--- src/design/rel_pkg.sv ---
// Shared types and constants of the rotary encoder lockout counter.
package rel_pkg;

    localparam int LOCKOUT_W   = 20;
    localparam int ELAPSED_W   = 21;
    localparam int COUNT_W     = 8;
    localparam int MODE_W      = 4;
    localparam int CFG_IDX_W   = 2;
    localparam int CFG_DATA_W  = 20;
    localparam int DIV_W       = 9;
    localparam int DIV_CNT_W   = $clog2(DIV_W + 1);

    localparam int MODE_COUNT_DEF = 9;

    localparam logic [LOCKOUT_W-1:0] ROTARY_LOCKOUT_RST = 20'd15000;
    localparam logic [LOCKOUT_W-1:0] BUTTON_LOCKOUT_RST = 20'd150000;
    localparam logic [COUNT_W-1:0]   COUNT_MODULUS_RST  = 8'd40;
    localparam logic [MODE_W-1:0]    MODE_RST           = 4'd6;
    localparam logic [ELAPSED_W-1:0] ELAPSED_MAX        = '1;

    // request kinds
    localparam logic [1:0] REQ_TICK   = 2'd0;
    localparam logic [1:0] REQ_A_FALL = 2'd1;
    localparam logic [1:0] REQ_B_FALL = 2'd2;
    localparam logic [1:0] REQ_BUTTON = 2'd3;

    // configuration register indexes
    localparam logic [CFG_IDX_W-1:0] REG_ROTARY_LOCKOUT = 2'd0;
    localparam logic [CFG_IDX_W-1:0] REG_BUTTON_LOCKOUT = 2'd1;
    localparam logic [CFG_IDX_W-1:0] REG_COUNT_MODULUS  = 2'd2;

    typedef struct packed {
        logic [LOCKOUT_W-1:0] rotary_lockout;
        logic [LOCKOUT_W-1:0] button_lockout;
        logic [COUNT_W-1:0]   count_modulus;
    } rel_cfg_t;

    typedef enum logic [1:0] {
        ST_IDLE,
        ST_DIV,
        ST_FIN
    } rel_state_t;

endpackage

--- src/design/rel_cfg.sv ---
// Configuration register file of the rotary encoder lockout counter.
module rel_cfg (
    input  logic                             aclk,
    input  logic                             aresetn,
    input  logic                             cfg_valid,
    output logic                             cfg_ready,
    input  logic [rel_pkg::CFG_IDX_W-1:0]    cfg_index,
    input  logic [rel_pkg::CFG_DATA_W-1:0]   cfg_data,
    output rel_pkg::rel_cfg_t                cfg_out
);
    import rel_pkg::*;

    rel_cfg_t cfg_reg;
    rel_cfg_t cfg_next;

    assign cfg_ready = 1'b1;
    assign cfg_out   = cfg_reg;

    always_comb begin
        cfg_next = cfg_reg;
        if (cfg_valid) begin
            case (cfg_index)
                REG_ROTARY_LOCKOUT: cfg_next.rotary_lockout = cfg_data[LOCKOUT_W-1:0];
                REG_BUTTON_LOCKOUT: cfg_next.button_lockout = cfg_data[LOCKOUT_W-1:0];
                REG_COUNT_MODULUS:  cfg_next.count_modulus  = cfg_data[COUNT_W-1:0];
                default:            cfg_next = cfg_reg;
            endcase
        end
    end

    always_ff @(posedge aclk) begin
        if (!aresetn) begin
            cfg_reg.rotary_lockout <= ROTARY_LOCKOUT_RST;
            cfg_reg.button_lockout <= BUTTON_LOCKOUT_RST;
            cfg_reg.count_modulus  <= COUNT_MODULUS_RST;
        end else begin
            cfg_reg <= cfg_next;
        end
    end

endmodule

--- src/design/rel_divu.sv ---
// Shared restoring remainder unit, one dividend bit per cycle.
module rel_divu (
    input  logic                           aclk,
    input  logic                           aresetn,
    input  logic                           start,
    input  logic [rel_pkg::DIV_W-1:0]      dividend,
    input  logic [rel_pkg::COUNT_W-1:0]    divisor,
    output logic                           done,
    output logic [rel_pkg::COUNT_W-1:0]    remainder
);
    import rel_pkg::*;

    logic [DIV_W-1:0]     dvd_reg,  dvd_next;
    logic [COUNT_W-1:0]   dsr_reg,  dsr_next;
    logic [COUNT_W-1:0]   rem_reg,  rem_next;
    logic [DIV_CNT_W-1:0] cnt_reg,  cnt_next;
    logic                 done_reg, done_next;
    logic [COUNT_W:0]     trial;

    assign trial     = {rem_reg, dvd_reg[DIV_W-1]};
    assign done      = done_reg;
    assign remainder = rem_reg;

    always_comb begin
        dvd_next  = dvd_reg;
        dsr_next  = dsr_reg;
        rem_next  = rem_reg;
        cnt_next  = cnt_reg;
        done_next = 1'b0;
        if (start) begin
            dvd_next = dividend;
            dsr_next = divisor;
            rem_next = '0;
            cnt_next = DIV_CNT_W'(DIV_W);
        end else if (cnt_reg != '0) begin
            dvd_next = {dvd_reg[DIV_W-2:0], 1'b0};
            // remainder stays below the divisor, so it fits back in COUNT_W bits
            if (trial >= {1'b0, dsr_reg}) begin
                rem_next = COUNT_W'(trial - {1'b0, dsr_reg});
            end else begin
                rem_next = trial[COUNT_W-1:0];
            end
            cnt_next  = cnt_reg - 1'b1;
            done_next = (cnt_reg == DIV_CNT_W'(1));
        end
    end

    always_ff @(posedge aclk) begin
        if (!aresetn) begin
            cnt_reg  <= '0;
            done_reg <= 1'b0;
        end else begin
            cnt_reg  <= cnt_next;
            done_reg <= done_next;
        end
    end

    always_ff @(posedge aclk) begin
        dvd_reg <= dvd_next;
        dsr_reg <= dsr_next;
        rem_reg <= rem_next;
    end

endmodule

--- src/design/rotary_encoder_lockout_counter.sv ---
// Rotary encoder and push-button lockout counter. Each request is a tick, an
// A or B falling edge, or a button press, and yields one result holding the
// position, mode, toggle bit and an accepted-edge flag. A tick or a rejected
// edge goes from the input straight to the FIN state, where its result is
// loaded once the output register is free; an accepted edge first passes
// through the DIV state, run by the shared 9-step remainder unit that wraps the
// position count and the mode. The next request is taken once the result is
// loaded into the output register, even while that result still waits
// downstream. Configuration writes are taken in every cycle.
module rotary_encoder_lockout_counter #(
    parameter int MODE_COUNT = rel_pkg::MODE_COUNT_DEF
) (
    input  logic                           aclk,
    input  logic                           aresetn,
    input  logic                           s_tvalid,
    output logic                           s_tready,
    input  logic [7:0]                     s_tdata,   // [0] line_a_level, [1] line_b_level,
                                                      // [2] button_level, [7:3] zero
    input  logic [1:0]                     s_tuser,   // [1:0] req_type
    output logic                           m_tvalid,
    input  logic                           m_tready,
    output logic [15:0]                    m_tdata,   // [7:0] position, [11:8] mode_value,
                                                      // [12] toggle_bit, [15:13] zero
    output logic                           m_tuser,   // [0] changed
    input  logic                           cfg_valid,
    output logic                           cfg_ready,
    input  logic [rel_pkg::CFG_IDX_W-1:0]  cfg_index,
    input  logic [rel_pkg::CFG_DATA_W-1:0] cfg_data
);
    import rel_pkg::*;

    rel_cfg_t   cfg;
    rel_state_t state_reg, state_next;

    logic [1:0]           kind_reg;
    logic                 hit_reg;
    logic [COUNT_W-1:0]   count_reg;
    logic [MODE_W-1:0]    mode_reg;
    logic                 status_reg;
    logic [ELAPSED_W-1:0] rot_el_reg;
    logic [ELAPSED_W-1:0] btn_el_reg;
    logic                 m_tvalid_reg;
    logic [15:0]          m_tdata_reg;
    logic                 m_tuser_reg;

    logic                 in_acc;
    logic                 out_free;
    logic                 out_load;
    logic                 div_start;
    logic                 div_done;
    logic [COUNT_W-1:0]   div_rem;
    logic [COUNT_W-1:0]   eff_mod;
    logic                 rot_ok;
    logic                 btn_ok;
    logic                 hit;
    logic [DIV_W-1:0]     div_dvd;
    logic [COUNT_W-1:0]   div_dsr;
    logic [COUNT_W-1:0]   count_new;
    logic [MODE_W-1:0]    mode_new;
    logic                 status_new;
    logic [ELAPSED_W-1:0] rot_el_new;
    logic [ELAPSED_W-1:0] btn_el_new;

    rel_cfg u_cfg (
        .aclk      (aclk),
        .aresetn   (aresetn),
        .cfg_valid (cfg_valid),
        .cfg_ready (cfg_ready),
        .cfg_index (cfg_index),
        .cfg_data  (cfg_data),
        .cfg_out   (cfg)
    );

    rel_divu u_divu (
        .aclk      (aclk),
        .aresetn   (aresetn),
        .start     (div_start),
        .dividend  (div_dvd),
        .divisor   (div_dsr),
        .done      (div_done),
        .remainder (div_rem)
    );

    assign eff_mod = (cfg.count_modulus == '0) ? COUNT_W'(1) : cfg.count_modulus;
    assign rot_ok  = rot_el_reg > {1'b0, cfg.rotary_lockout};
    assign btn_ok  = btn_el_reg > {1'b0, cfg.button_lockout};
    assign in_acc  = s_tvalid && s_tready;
    assign out_free = !m_tvalid_reg || m_tready;

    always_comb begin
        case (s_tuser)
            REQ_A_FALL: hit = rot_ok && s_tdata[1] && !s_tdata[0];
            REQ_B_FALL: hit = rot_ok && s_tdata[0] && !s_tdata[1];
            REQ_BUTTON: hit = btn_ok && s_tdata[2];
            default:    hit = 1'b0;
        endcase
    end

    // operands for the wrap of the accepted edge
    always_comb begin
        case (s_tuser)
            REQ_A_FALL: begin
                div_dvd = {1'b0, count_reg} + DIV_W'(1);
                div_dsr = eff_mod;
            end
            REQ_B_FALL: begin
                div_dvd = {1'b0, count_reg} + {1'b0, eff_mod} - DIV_W'(1);
                div_dsr = eff_mod;
            end
            default: begin
                div_dvd = DIV_W'(mode_reg) + DIV_W'(1);
                div_dsr = COUNT_W'(MODE_COUNT);
            end
        endcase
    end

    // next state
    always_comb begin
        state_next = state_reg;
        case (state_reg)
            ST_IDLE: begin
                if (in_acc) begin
                    state_next = hit ? ST_DIV : ST_FIN;
                end
            end
            ST_DIV: begin
                if (div_done) begin
                    state_next = ST_FIN;
                end
            end
            ST_FIN: begin
                if (out_free) begin
                    state_next = ST_IDLE;
                end
            end
            default: state_next = ST_IDLE;
        endcase
    end

    // state outputs
    always_comb begin
        s_tready  = 1'b0;
        div_start = 1'b0;
        out_load  = 1'b0;
        case (state_reg)
            ST_IDLE: begin
                s_tready  = 1'b1;
                div_start = s_tvalid && hit;
            end
            ST_FIN:  out_load = out_free;
            default: ;
        endcase
    end

    // state update for the finished request
    always_comb begin
        count_new  = count_reg;
        mode_new   = mode_reg;
        status_new = status_reg;
        rot_el_new = rot_el_reg;
        btn_el_new = btn_el_reg;
        if (kind_reg == REQ_TICK) begin
            if (rot_el_reg != ELAPSED_MAX) rot_el_new = rot_el_reg + 1'b1;
            if (btn_el_reg != ELAPSED_MAX) btn_el_new = btn_el_reg + 1'b1;
        end else if (hit_reg) begin
            if (kind_reg == REQ_BUTTON) begin
                mode_new   = div_rem[MODE_W-1:0];
                status_new = !status_reg;
                btn_el_new = '0;
            end else begin
                count_new  = div_rem;
                rot_el_new = '0;
            end
        end
    end

    always_ff @(posedge aclk) begin
        if (!aresetn) begin
            state_reg    <= ST_IDLE;
            count_reg    <= '0;
            mode_reg     <= MODE_RST;
            status_reg   <= 1'b0;
            rot_el_reg   <= '0;
            btn_el_reg   <= '0;
            m_tvalid_reg <= 1'b0;
        end else begin
            state_reg <= state_next;
            if (out_load) begin
                count_reg    <= count_new;
                mode_reg     <= mode_new;
                status_reg   <= status_new;
                rot_el_reg   <= rot_el_new;
                btn_el_reg   <= btn_el_new;
                m_tvalid_reg <= 1'b1;
            end else if (m_tready) begin
                m_tvalid_reg <= 1'b0;
            end
        end
    end

    always_ff @(posedge aclk) begin
        if (in_acc) begin
            kind_reg <= s_tuser;
            hit_reg  <= hit;
        end
        if (out_load) begin
            m_tdata_reg <= {3'b000, status_new, mode_new, count_new};
            m_tuser_reg <= hit_reg;
        end
    end

    assign m_tvalid = m_tvalid_reg;
    assign m_tdata  = m_tdata_reg;
    assign m_tuser  = m_tuser_reg;

endmodule

--- config.mk ---
export PLATFORM = sky130hd
export DESIGN_NAME = rotary_encoder_lockout_counter
export DESIGN_NICKNAME = d
export VERILOG_FILES = /design/src/design/rel_pkg.sv /design/src/design/rel_cfg.sv /design/src/design/rel_divu.sv /design/src/design/rotary_encoder_lockout_counter.sv
export SDC_FILE = /design/constraint.sdc
export NUM_CORES = 1
export LEC_CHECK = 0
export BUFFER_PORTS_ARGS = -buffer_cell sky130_fd_sc_hd__buf_2
export CAP_MARGIN = 0
export CORE_UTILIZATION = 55
export DETAILED_ROUTE_END_ITERATION = 10
export PLACE_DENSITY = 0.7
export SETUP_SLACK_MARGIN = 0.15
export SYNTH_ARGS = -nofsm -noshare
export SYNTH_HDL_FRONTEND = slang
export SYNTH_SLANG_ARGS = --single-unit
--- constraint.sdc ---
create_clock -name aclk -period 3.5 [get_ports aclk]
set_input_delay 0 -clock aclk [delete_from_list [all_inputs] [get_ports aclk]]
set_output_delay 0 -clock aclk [all_outputs]
set_load 0.02 [all_outputs]
Word-level counts from Yosys, hierarchy flattened
Index checks and enable logic that the tools add are counted.
{ "totals": {"regBits": 153, "inputBits": 37, "out_inout_bits": 20} }
{ "op_classes": {"n_addsub": 8, "magnitude_cmp": 3, "eq_ne": 17, "muxes": 35, "bitwise": 2, "reduce_logical": 30} }
{ "ops": {"columns": ["operator", "count"], "rows": [
  ["two-way mux 21 bit", 8],
  ["adder 21 x 1 -> 21 bit (second input constant)", 2],
  ["greater-than comparator 21 x 20 -> 1 bit", 2],
  ["inequality test 21 bit (second input constant)", 2],
  ["two-way mux 8 bit", 5],
  ["two-way mux 4 bit", 5],
  ["two-way mux 9 bit", 2],
  ["case mux 9 bit (2 select lines)", 1],
  ["equality test 2 bit (second input constant)", 5],
  ["adder 8 x 1 -> 9 bit (second input constant)", 1],
  ["adder 8 x 8 -> 9 bit", 1],
  ["greater-or-equal comparator 9 x 8 -> 1 bit", 1],
  ["subtractor 9 x 1 -> 9 bit (second input constant)", 1],
  ["logical NOT 8 bit", 1],
  ["two-way mux 1 bit", 8],
  ["two-way mux 2 bit", 4],
  ["AND reduction 4 bit", 2],
  ["nonzero test 2 bit", 4],
  ["subtractor 8 bit", 1],
  ["logical AND 1 bit", 7],
  ["equality test 2 x 1 -> 1 bit (second input constant)", 3],
  ["logical NOT 2 bit", 3],
  ["inequality test 2 x 1 -> 1 bit (second input constant)", 3],
  ["inequality test 2 bit (second input constant)", 3],
  ["13 further kinds", 20]
]} }

Logic depth before layout (Yosys ltp)
Gate-level depths: netlist of the first run.
{ "depth": {"word_depth": 7, "mapped_depth": 12, "ltp_nobuf": 12} }

Modules after synthesis
From an unflattened synthesis of the first run, not the netlist that was laid out.
{ "unflattened": {"cells_unflattened": 948, "hier_area_um2": 8755.9} }
{ "by_module_without_submodules": {"columns": ["module", "instances", "cells_each", "area_per_inst_um2"], "rows": [
  ["rotary_encoder_lockout_counter", 1, 595, 5119.9],
  ["rel_cfg", 1, 198, 1975.6],
  ["rel_divu", 1, 155, 1660.3]
]} }

Least setup slack after synthesis of the first run
Ideal clock, no wire load.
{ "synth_path": {"path_kind": "flip-flop to flip-flop", "startpoint": "register u_cfg.cfg_reg (netlist bit u_cfg.cfg_out[39])", "endpoint": "register u_divu.dvd_reg[2] (data pin)", "arrival_ps": 2516, "slack_ps": 724, "stages_incl_launch_ff": 11, "n_path_buf": 1, "path_cell_list": "dfxtp_1 inv_1 ha_1 nand4_1 or4_1 or3_1 a21o_1 and2_4 inv_2 buf_4 mux2_2"} }
{ "synth_via": {"elab_chain_cells": 7, "word_cells_on_any_way": 9, "classes_between": "order compare: 1; mux: 3; reduce/logical: 5"} }
{ "synth_lines": {"columns": ["element", "line_no", "source"], "rows": [
  ["start, declared", "rel_cfg.sv:13", "rel_cfg_t cfg_reg;"],
  ["start signal, assigned", "rel_cfg.sv:37", "cfg_reg <= cfg_next;"],
  ["greater-than comparator 21 x 20 -> 1 bit (*)", "rotary_encoder_lockout_counter.sv:85", "assign rot_ok = rot_el_reg > {1'b0, cfg.rotary_lockout};"],
  ["logical AND 1 bit (on tied branches) (2 in series)", "rotary_encoder_lockout_counter.sv:93, rotary_encoder_lockout_counter.sv:92", null],
  ["case mux 1 bit (3 select lines) (*)", "rotary_encoder_lockout_counter.sv:91", "case (s_tuser)"],
  ["logical AND 1 bit (*)", "rotary_encoder_lockout_counter.sv:148", "div_start = s_tvalid && hit;"],
  ["two-way mux 1 bit (*)", "rotary_encoder_lockout_counter.sv:145", "case (state_reg)"],
  ["named net div_start", "rotary_encoder_lockout_counter.sv:49", "logic div_start;"],
  ["two-way mux 9 bit (*)", "rel_divu.sv:30", "if (start) begin"],
  ["named net u_divu.dvd_next[2]", "rel_divu.sv:13", "logic [DIV_W-1:0] dvd_reg, dvd_next;"],
  ["end signal, assigned", "rel_divu.sv:59", "dvd_reg <= dvd_next;"],
  ["end, declared", "rel_divu.sv:13", null]
]} }
The timed path passes the listed nets; every way through them passes the cells marked *.
A chain may end at the register's enable or synchronous reset.

Final worst setup path of the first run
{ "layout_path": {"startpoint": "register u_cfg.cfg_reg (netlist bit u_cfg.cfg_out[45])", "endpoint": "register u_divu.dvd_reg[8] (data pin)"} }
{ "layout_via": {"elab_chain_cells": 7, "word_cells_on_any_way": 9, "classes_between": "order compare: 1; mux: 3; reduce/logical: 5"} }
{ "layout_lines": {"columns": ["element", "line_no"], "rows": [
  ["greater-than comparator 21 x 20 -> 1 bit (*)", "rotary_encoder_lockout_counter.sv:85"],
  ["logical AND 1 bit (on tied branches) (2 in series)", "rotary_encoder_lockout_counter.sv:93, rotary_encoder_lockout_counter.sv:92"],
  ["case mux 1 bit (3 select lines) (*)", "rotary_encoder_lockout_counter.sv:91"],
  ["logical AND 1 bit (*)", "rotary_encoder_lockout_counter.sv:148"],
  ["two-way mux 1 bit (*)", "rotary_encoder_lockout_counter.sv:145"],
  ["two-way mux 9 bit (*)", "rel_divu.sv:30"],
  ["named net u_divu.dvd_next[8]", "rel_divu.sv:13"]
]} }
Marked as above.

==> flow_summary.yaml, run 1 <==
worst_setup_path:
  cp-start-kind: "flop"
  critPathArrivalTime_ps: 3280
  worstSetupPathType: "flop to flop"
  cp_slowest_cell: "or4_1"
  worstPathRequired_ps: 3680
  critical_path.max_stage_delay_ps: 590
  end_kind: "flop"
  worstPathCellList: "inv_1 > ha_1 > nand3_1 > or4_1 > or3_1 > a21o_1 > and2_4 > inv_2 > mux2_2"
  critPathMaxFanout: 15
pwr:
  pwr-share-seq_pct: 41.7
  power_frac_clock_pct: 36.8
  intPower_mw: 3.60
  p_per_area_nw_per_um2: 527
  sw_frac_of_total_pct: 30.0
  p_comb_share_pct: 21.5
  p_leak_nw: 4.14
  p_switching_mw: 1.54
  vdd_drop_max_mv: 0.358
logic_synthesis:
  yosys.area.top_type: "dfxtp_1"
  yosysWarnings: 0
  syn_avg_cell_area_um2: 8.82
  async_flop_share_pct: 0
  synthCells: 968
  seq_area_frac_synth_pct: 39.8
  synth-edff-count: 34
  synthTopCellsByArea: "dfxtp_1 28%, edfxtp_1 12%, ha_1 11%"
  ys.flop_type: "dfxtp_1"
  yosysUniqueCellTypes: 62
  ys_seq_elements: 153
  ys_top_cells_by_count: "119 x dfxtp_1, 119 x nand2_1, 99 x inv_1"
  synth_top_area_share_pct: 27.9
  netlist_area_um2: 8540
hold_path:
  hold_class: "primary input to flop"
global_route:
  grt-busiest-layer: "met2"
  grt_max_degree: 49
  grt_use_met1_pct: 29.1
  grt_pass1_wl_mm: 31.1
  globalRouteMet2Util_pct: 43.5
  antenna_found_initial: 0
  grtUsageTotal_pct: 24.7
  grt.overflow.total: 0
  grt_pass1_vias: 6486
  gr-usage-met3_pct: 5.36
timing:
  rsz0062_at_grt: "false"
  hold_ws_ps: 12.5
  finalHoldViolations: 0
  clock.fmax_mhz: 323
  skew_ps: 10.1
  drv_slew: 0
  fin_crit_sh_pct: 88.4
  worst_pin_slew_ps: 917
  slew_headroom_pct: 38.9
  setup_violations: 0
  setup_tns_ps: 0
  min_period_ps: 3090
die:
  dieArea_um2: 16000
  ios: 57
  fp-row-count: 45
  core_region_area_um2: 15200
  start_util_pct: 56.2
  die_w_um: 127
  die_y_um: 127
routing:
  drc: 0
  ant_nets: 0
  totalWireLength_mm: 18.8
  vias: 6774
  drtPass1Iterations: 4
  detail_route.wl_per_cell_um: 15.2
  drt-vias-per-instance: 5.50
  drtIter0Drc: 361
clock_tree:
  h-tree-depth: 4
  root_buffer: "clkbuf_16"
  cts_tree: "yes"
  clock_latency_ps: 430
  clockBufferDepth: 2
  cts_sinks: 153
  cts.clk_slew.worst_paths_ps: 70
  cts_made_buffers: 17
run_status:
  outcome: "finished clean"
final_layout:
  syn2layout_area_growth_pct: 14.4
  drive_above_1_share_pct: 10.7
  n_antenna_cell: 0
  finalNetCount: 1143
  largest_reg_flops: 48
placed_design:
  gp_congestion: 0.827
  hpwl_mm: 13.4
  portBuffers: 47
job:
  maxCapViolations: 0
==> path summary, 6_finish.rpt <==
check	startpoint	end	slack [ps]	cells after the start
setup / recovery	u_cfg.cfg_out[45]	u_divu.dvd_reg[8]	410	9
hold / removal	s_tvalid	hit_reg	10	3
setup reg to reg	u_cfg.cfg_out[45]	u_divu.dvd_reg[8]	410	9
hold reg to reg	u_cfg.cfg_out[43]	u_cfg.cfg_out[43]	460	2
==> cell usage in the layout, fill, tap and decap left out, types with 5 or more instances in the layout <==
cell type      synthesis  routed
and3_1                13      13
nor3_1                13      13
and2_1                 8       8
a211oi_1              10      10
dfxtp_1              119     119
a21boi_0              32      32
nand3_1               36      36
and4_1                 6       6
nor2_1                72      72
a21oi_1               34      34
edfxtp_1              34      34
o211a_1                5       5
nor4_1                 5       5
nor2b_1               20      20
nand2b_1               5       5
dlygate4sd3_1          0      24
a21o_1                10      10
nand4_1               15      15
mux2i_1               18      18
o21ai_0               34      33
buf_4                  5       8
nand3b_1               5       5
buf_2                  2      47
nand2_1              119     119
or3_1                  9       9
o211ai_1              17      17
xnor2_1               30      30
clkbuf_16              0      18
ha_1                  73      73
xor2_1                19      19
mux2_2                15      15
inv_1                 99      99
==> logic make-up after synthesis <==
kind of cell    share of synthesized area (%)
compound gates                           13.9
xor+xnor                                 5.02
fa+ha+maj                                11.2
buf+inv                                  6.36
flops                                    39.8
mux                                      4.22
other cells                            0.0879
simple gates                             19.4
==> power groups by stage <==
stage / logic [mW] / registers (mW) / clock network, mW
2_1_floorplan: 0.844 / 2.15 / 0
5_1_grt: 1.24 / 2.17 / 2.00
6_report: 1.10 / 2.14 / 1.90
3_3_place_gp: 1.05 / 2.18 / 0
3_5_place_dp: 1.07 / 2.18 / 0
4_1_cts: 1.10 / 2.14 / 1.93
==> area by class of cell <==
| type | instances | area [um2] |
|---|---|---|
| fill | 1306 | 5430 |
| multi-input combinational | 680 | 4610 |
| sequential | 153 | 3400 |
| timing repair buffer | 79 | 536 |
| clock buffer | 18 | 450 |
| inverter | 100 | 375 |
| tap | 188 | 235 |
| clock inverter | 14 | 160 |
==> metal layers <==
metal	vias up	share of wire, %
li1	3460	-
met1	3171	45
met2	106	50
met3	37	3.2
met4	0	2.4
met5	-	0
==> what timing repair did <==
item	4_1_cts	5_1_grt
buffers inserted	0	0
resized for setup	0	0
endpoints found under the hold margin	53	0
hold buffers	24	0
==> worst max-delay path: cells and delay by family, from the launching register on <==
| kind | cells | cell delay (ps) |
|---|---|---|
| and+or+nand+nor | 4 | 1280 |
| adders and majority gates | 1 | 290 |
| buffers and inverters | 2 | 330 |
| AOI/OAI and AO/OA | 1 | 220 |
| muxes | 1 | 380 |
| DFF | 1 | 350 |
==> per-stage QoR <==
stage                     cells  worst slack (ps)  power, mW  cell area, um2  utilization (%)
final                      1232               405       5.14            9770             64.3
after global routing       1232               276       5.40            9770             64.3
after CTS                  1232               420       5.18            9770             64.3
after detailed placement   1176               422       3.25            8920             58.7
after global placement     1176               484       3.23            8920             58.7
after floorplan             970               724       2.99            8550                -
Note: power is estimated with default switching activity, not from simulation.
==> run 2: changes to the inputs <==
--- a/config.mk
+++ b/config.mk
@@ -5,6 +5,7 @@
 export SDC_FILE = /design/constraint.sdc
 export NUM_CORES = 1
 export LEC_CHECK = 0
+export ABC_AREA = 1
 export BUFFER_PORTS_ARGS = -buffer_cell sky130_fd_sc_hd__buf_2
 export CAP_MARGIN = 0
 export CORE_UTILIZATION = 55
==> run 2 against run 1 <==
  * Synthesized cell count is 35% higher
  * First-iteration DRC count grew 120%
  * Die area increased by 8.6%
  * Critical path depth increased by 3
  * Highest routed layer unchanged
==> flow_summary.yaml, run 2 <==
pwr:
  p_switching_mw: 1.80
  p_leak_nw: 4.86
  power_mw: 5.65
  p_per_area_nw_per_um2: 533
  power_frac_clock_pct: 36.3
  pwr-share-seq_pct: 38.8
  sw_frac_of_total_pct: 31.9
  intPower_mw: 3.85
  p_comb_share_pct: 24.9
  vdd_drop_max_mv: 0.380
clock_tree:
  cts.clk_slew.worst_paths_ps: 60
  clockBufferDepth: 2
  ctsResizeCount: 0
  cts_tree: "yes"
  root_buffer: "clkbuf_16"
  clock_latency_ps: 430
  cts_made_buffers: 17
  cts_sinks: 153
  h-tree-depth: 4
timing:
  drv_slew: 0
  setup_violations: 0
  rsz0062_at_grt: "false"
  hold_ws_ps: 50.2
  worst_pin_slew_ps: 703
  skew_ps: 10.2
  finalHoldViolations: 0
  min_period_ps: 2700
  clock.fmax_mhz: 371
  setup_ws_ps: 802
  slew_headroom_pct: 53.1
  fin_crit_sh_pct: 77.1
  setup_tns_ps: 0
die:
  die_y_um: 132
  ios: 57
  dieArea_um2: 17400
  die_w_um: 132
  core_region_area_um2: 16500
  start_util_pct: 56.2
  fp-row-count: 47
logic_synthesis:
  synth_top_area_share_pct: 25.7
  yosysMostFrequentCell: "nand2_1"
  seq_area_frac_synth_pct: 36.6
  ys_seq_elements: 153
  async_flop_share_pct: 0
  synthCells: 1304
  netlist_area_um2: 9290
  synth_top_family_by_area: "simple AND/OR/NAND/NOR gates"
  ys.flop_type: "dfxtp_1"
  muxShareOfSynthArea_pct: 0
  synth-edff-count: 34
  yosys.area.top_type: "dfxtp_1"
  syn_avg_cell_area_um2: 7.12
  ys_top_cells_by_count: "324 x nand2_1, 198 x inv_1, 121 x nor2_1"
  synth_simple_gate_area_share_pct: 27.4
  yosysUniqueCellTypes: 44
  synthTopCellsByArea: "dfxtp_1 26%, nand2_1 13%, edfxtp_1 11%"
  synth_compound_area_share_pct: 12.5
  synth_fa_ha_area_share_pct: 10.3
  synth-xor-area-share_pct: 2.83
  yosysWarnings: 0
global_route:
  grt.overflow.total: 0
  antenna_found_initial: 1
  grt_pass1_wl_mm: 37.2
  grt_pass1_vias: 7746
  grtUsageTotal_pct: 26.8
  grt_max_degree: 51
final_layout:
  finalNetCount: 1480
  final_cell_mix: "324 x nand2_1, 198 x inv_1, 121 x nor2_1"
  final_cells: 1602
  layout_commonest_cell: "nand2_1"
  syn2layout_area_growth_pct: 14.0
  largest_reg_flops: 48
  drive_above_1_share_pct: 8.54
worst_setup_path:
  critical_path_buf_inv_count: 4
  critical_path.max_stage_delay_ps: 530
  end_kind: "flop"
  critical_path.top_delay_family: "simple AND/OR/NAND/NOR gates"
  critPathMaxFanout: 12
  cp_slowest_cell: "dlygate4sd3_1"
  worstPathRequired_ps: 3590
  worstPathCellList: "dlygate4sd3_1 > buf_2 > inv_1 > ha_1 > inv_1 > o21ai_1 > o21ai_0 > a21oi_1 > nand2_1 > nand2_2 > nand3_2 > nand2_1"
  cp-start-kind: "primary input"
  worstSetupPathType: "primary input to flop"
  critPathArrivalTime_ps: 2790
job:
  maxCapViolations: 0
placed_design:
  dp_worst_setup_slack_ps: 920
  place_inst: 1545
  portBuffers: 47
  gp_congestion: 0.891
  hpwl_mm: 16.4
hold_path:
  hold_class: "primary input to flop"
routing:
  drtIter0Drc: 788
  ant_nets: 0
  detail_route.wl_per_cell_um: 13.8
  drc: 0
  drtPass1Iterations: 5
  totalWireLength_mm: 22.1
  drt-vias-per-instance: 5.20
  vias: 8323
run_status:
  outcome: "finished clean"
## run 2: changes by cell type in the layout (fill, tap and decap cells not counted), sizes merged, moves of 11 or more
cell	previous run	this run
o21ai	34	63
nand4	15	28
and3	13	2
inv	105	202
nand3	36	83
mux2i	18	0
nor2	72	131
xnor2	30	10
nor2b	20	0
a21boi	32	0
mux2	16	0
nand2	119	329
a21oi	34	100
## run 2: worst register-to-register path, cell delays in order, from the launching register on
cell and delay (ps):
dfxtp_1 470, inv_1 130, ha_1 290, nand2_1 80, nor2_1 40, nand3_1 60, nor2_1 50, a21oi_1 120
nand2_1 110, nand2_2 200, nand3_2 300, nand2_1 430
## run 2: logic make-up (layout without fill, tap and decap cells)
kind of cell	count (synthesis)	count (layout)
adder cells (fa/ha/maj)	75	75
AO/OA/AOI/OAI	204	204
flip-flops	153	153
other	2	5
XOR/XNOR	30	30
AND/OR/NAND/NOR	598	598
buffers and inverters	242	317
## run 2: through the flow
step | area (um2) | util, %
after global placement | 9690 | 58.6
after global routing | 10600 | 64.1
after floorplan | 9290 | -
final | 10600 | 64.1
after CTS | 10600 | 64.1
after detailed placement | 9690 | 58.6
## run 2: worst paths after layout
kind / from / endpoint / slack [ps] / cells after the start
min reg2reg: u_cfg.cfg_out[9] / u_cfg.cfg_out[9] / 460 / 2
max: s_tuser[0] / u_divu.dvd_reg[6] / 800 / 12
min: s_tvalid / kind_reg[1] / 50 / 3
max reg2reg: rot_el_reg[0] / u_divu.dvd_reg[6] / 900 / 11
## run 2: what timing repair did
item | 4_1_cts | 5_1_grt
setup endpoints to repair | 0 | 0
setup buffers | 0 | 0
endpoints found under the hold margin | 58 | 0
hold buffers | 24 | 0
## run 2: power by group through the flow
stage | sequential, mW | clock [mW] | combinational [mW]
finish | 2.19 | 2.05 | 1.40
CTS | 2.19 | 2.09 | 1.41
floorplan | 2.19 | 0 | 1.06
global placement | 2.23 | 0 | 1.35
global route | 2.21 | 2.16 | 1.64
detailed placement | 2.23 | 0 | 1.38
## run 2: area by class of cell
cell class | instances | area, um2
Antenna cell | 1 | 2.50
Clock buffer | 18 | 439
Clock inverter | 14 | 220
Fill cell | 1480 | 5930
Inverter | 204 | 766
Multi-Input combinational cell | 911 | 4930
Sequential cell | 153 | 3400
Tap cell | 220 | 275
Timing Repair Buffer | 81 | 551
## run 2: metal layers
| layer | part of all wire (%) | track usage, % | vias up |
|---|---|---|---|
| li1 | - | - | 4355 |
| met1 | 45 | 33.6 | 3757 |
| met2 | 48 | 46.9 | 190 |
| met3 | 4.9 | 5.65 | 21 |
| met4 | 1.2 | 6.59 | 0 |
| met5 | 0 | 0 | - |
==> run 3: changes to the inputs <==
--- a/config.mk
+++ b/config.mk
@@ -5,12 +5,12 @@
 export SDC_FILE = /design/constraint.sdc
 export NUM_CORES = 1
 export LEC_CHECK = 0
-export ABC_AREA = 1
+export ABC_AREA = 0
 export BUFFER_PORTS_ARGS = -buffer_cell sky130_fd_sc_hd__buf_2
 export CAP_MARGIN = 0
 export CORE_UTILIZATION = 55
 export DETAILED_ROUTE_END_ITERATION = 10
-export PLACE_DENSITY = 0.7
+export PLACE_DENSITY = 0.73
 export SETUP_SLACK_MARGIN = 0.15
 export SYNTH_ARGS = -nofsm -noshare
 export SYNTH_HDL_FRONTEND = slang
==> constraint.sdc (replaced) <==
create_clock -name aclk -period 2.2 [get_ports aclk]
set_input_delay 0 -clock aclk [delete_from_list [all_inputs] [get_ports aclk]]
set_output_delay 0 -clock aclk [all_outputs]
set_load 0.02 [all_outputs]
==> run 3 against run 2 <==
  * The run now ends with setup timing left
  * Register-to-register slack worse by 1400 ps
  * Final area is 10% higher
  * Via count is 7.1% lower
  * Utilization is 13 points higher
  * Critical path depth is 4 lower
  * Non-clock buffer count is 151 higher
  * Sequential power is 54% higher
  * Cell count is 14% lower
  * Clock skew is 2.2 ps lower
  * Total power is 55% higher
  * Sequential share of layout area is 2.7 points lower
  * Critical path type is now flop to flop
==> flow_summary.yaml, run 3 (same netlist as run 1, synthesis figures left out) <==
run_status:
  outcome: "complete, but fails checks"
  failed_checks: "setup timing"
worst_setup_path:
  critical_path.max_stage_delay_ps: 570
  worstSetupPathType: "flop to flop"
  reg2reg_to: "u_divu.dvd_reg[1]"
  end_kind: "flop"
  worstPathCellList: "ha_4 > nand4_1 > or4_4 > or3_4 > a21o_1 > and2_4 > clkinv_8 > mux2_4"
  path_depth: 8
  rr_worst_depth: 8
  cp-start-kind: "flop"
  critical_path_buf_inv_count: 1
  cp_slowest_cell: "or4_4"
  rr_startpoint: "rot_el_reg[7]"
  critPathMaxFanout: 8
  worstPathRequired_ps: 2380
  critPathArrivalTime_ps: 2830
  critical_path.top_delay_family: "simple AND/OR/NAND/NOR gates"
  rrSetupSlack_ps: -450
clock_tree:
  root_buffer: "clkbuf_16"
  cts.clk_slew.worst_paths_ps: 60
  cts_sinks: 153
  cts_made_buffers: 17
  h-tree-depth: 4
  clock_latency_ps: 430
  cts_tree: "yes"
  clockBufferDepth: 2
final_layout:
  finalNetCount: 1296
  fill_cells: 982
  largest_reg_flops: 48
  layout_commonest_cell: "buf_4"
  final_cell_area_um2: 11700
  n_antenna_cell: 0
  drive_above_1_share_pct: 31.3
  syn2layout_area_growth_pct: 36.4
  final_cell_mix: "143 x buf_4, 113 x nand2_1, 99 x dfxtp_1"
pwr:
  p_leak_nw: 5.12
  vdd_drop_max_mv: 0.630
  p_per_area_nw_per_um2: 753
  power_mw: 8.78
timing:
  finalHoldViolations: 0
  worst_pin_slew_ps: 698
  clock.fmax_mhz: 377
  setup_violations: 46
  setup_ws_ps: -453
  hold_ws_ps: 28.7
  drv_slew: 0
  min_period_ps: 2650
  rsz0062_at_grt: "true"
  slew_headroom_pct: 53.4
  skew_ps: 8.02
  fin_crit_sh_pct: 121
hold_path:
  hold_class: "primary input to flop"
  hold_depth: 3
  whs_endpoint: "hit_reg"
  min-delay-start: "s_tvalid"
global_route:
  grt-busiest-layer: "met2"
  grt_max_degree: 67
  globalRouteMet2Util_pct: 53.6
  grt.overflow.total: 0
  grt_pass1_vias: 7636
  grt_use_met1_pct: 34.1
  grtUsageTotal_pct: 29.4
  grt_pass1_wl_mm: 37.1
  gr-usage-met3_pct: 4.56
  antenna_found_initial: 0
routing:
  ant_nets: 0
  drt-vias-per-instance: 5.58
  drtIter0Drc: 463
  drtPass1Iterations: 6
  detail_route.wl_per_cell_um: 17.2
  totalWireLength_mm: 23.8
  drc: 0
  vias: 7734
die:
  core_region_area_um2: 15200
  fp-row-count: 45
  die_y_um: 127
  ios: 57
  dieArea_um2: 16000
  start_util_pct: 56.2
  die_w_um: 127
placed_design:
  hpwl_mm: 15.5
  placed_cell_area_um2: 9980
  portBuffers: 47
  gp_congestion: 0.841
job:
  maxCapViolations: 0
run 3: cell count changes in the layout (fill, tap and decap cells not counted), sizes merged, moves of 11 or more:
cell and delta:
nand2 -210, mux2 +16, nor2b +20, mux2i +18
buf +150, nor2 -59, nand4 -13, inv -101
xnor2 +20, nand3 -47, o21ai -29, a21boi +32
a21oi -66, and3 +11
run 3: through the flow:
step                cells  utilization, %  TNS, ps  worst slack (ps)
floorplan             970               -    -9250              -468
global placement     1304            65.7   -18190              -558
detailed placement   1304            65.7   -19940              -595
CTS                  1372            73.8   -14670              -434
global route         1385            76.7   -18660              -529
finish               1385            76.7   -14600              -453
run 3: layout make-up:
class / instances / area [um2] / share of cell area (%)
clock buffers: 19 / 443 / 3.80
clock inverters: 13 / 150 / 1.29
inverters: 100 / 388 / 3.33
multi-input cells: 680 / 5220 / 44.8
flip-flops and latches: 153 / 3430 / 29.5
well taps: 188 / 235 / 2.02
repair buffers: 232 / 1780 / 15.3
run 3: what timing repair did:
item                                    CTS  global route
pin swaps                                40            36
setup buffers                            12            12
hold buffers                             24             0
cloned                                    0             1
endpoints found under the setup margin   76            81
hold endpoints to repair                 56             0
resized for setup                        70            80
run 3: metal layers:
metal  share of wire (%)  up-vias
met4                 3.9        0
met2                  51      234
met1                  40     3657
met5                   0        -
li1                    -     3780
met3                 4.2       63
run 3: worst max path at each step:
stage / to / start / slack (ps)
after floorplan: u_divu.dvd_reg[2] / u_cfg.cfg_out[35] / -470
after global placement: u_divu.dvd_reg[8] / u_cfg.cfg_out[33] / -560
after detailed placement: u_divu.dvd_reg[1] / u_cfg.cfg_out[35] / -600
after CTS: u_divu.dvd_reg[1] / rot_el_reg[7] / -430
after global routing: u_divu.dvd_reg[1] / u_cfg.cfg_out[36] / -530
final: u_divu.dvd_reg[1] / rot_el_reg[7] / -450
run 3: worst register-to-register path, cell delays in order (launching register included):
cell,delay [ps]
dfxtp_4,370
ha_4,260
nand4_1,120
or4_4,570
or3_4,340
a21o_1,190
and2_4,170
clkinv_8,80
mux2_4,300
run 3: power breakdown:
group	switching [mW]	internal (mW)
Clock	1.18	1.80
Sequential	0.163	3.21
Combinational	1.29	1.13
Total	2.64	6.14
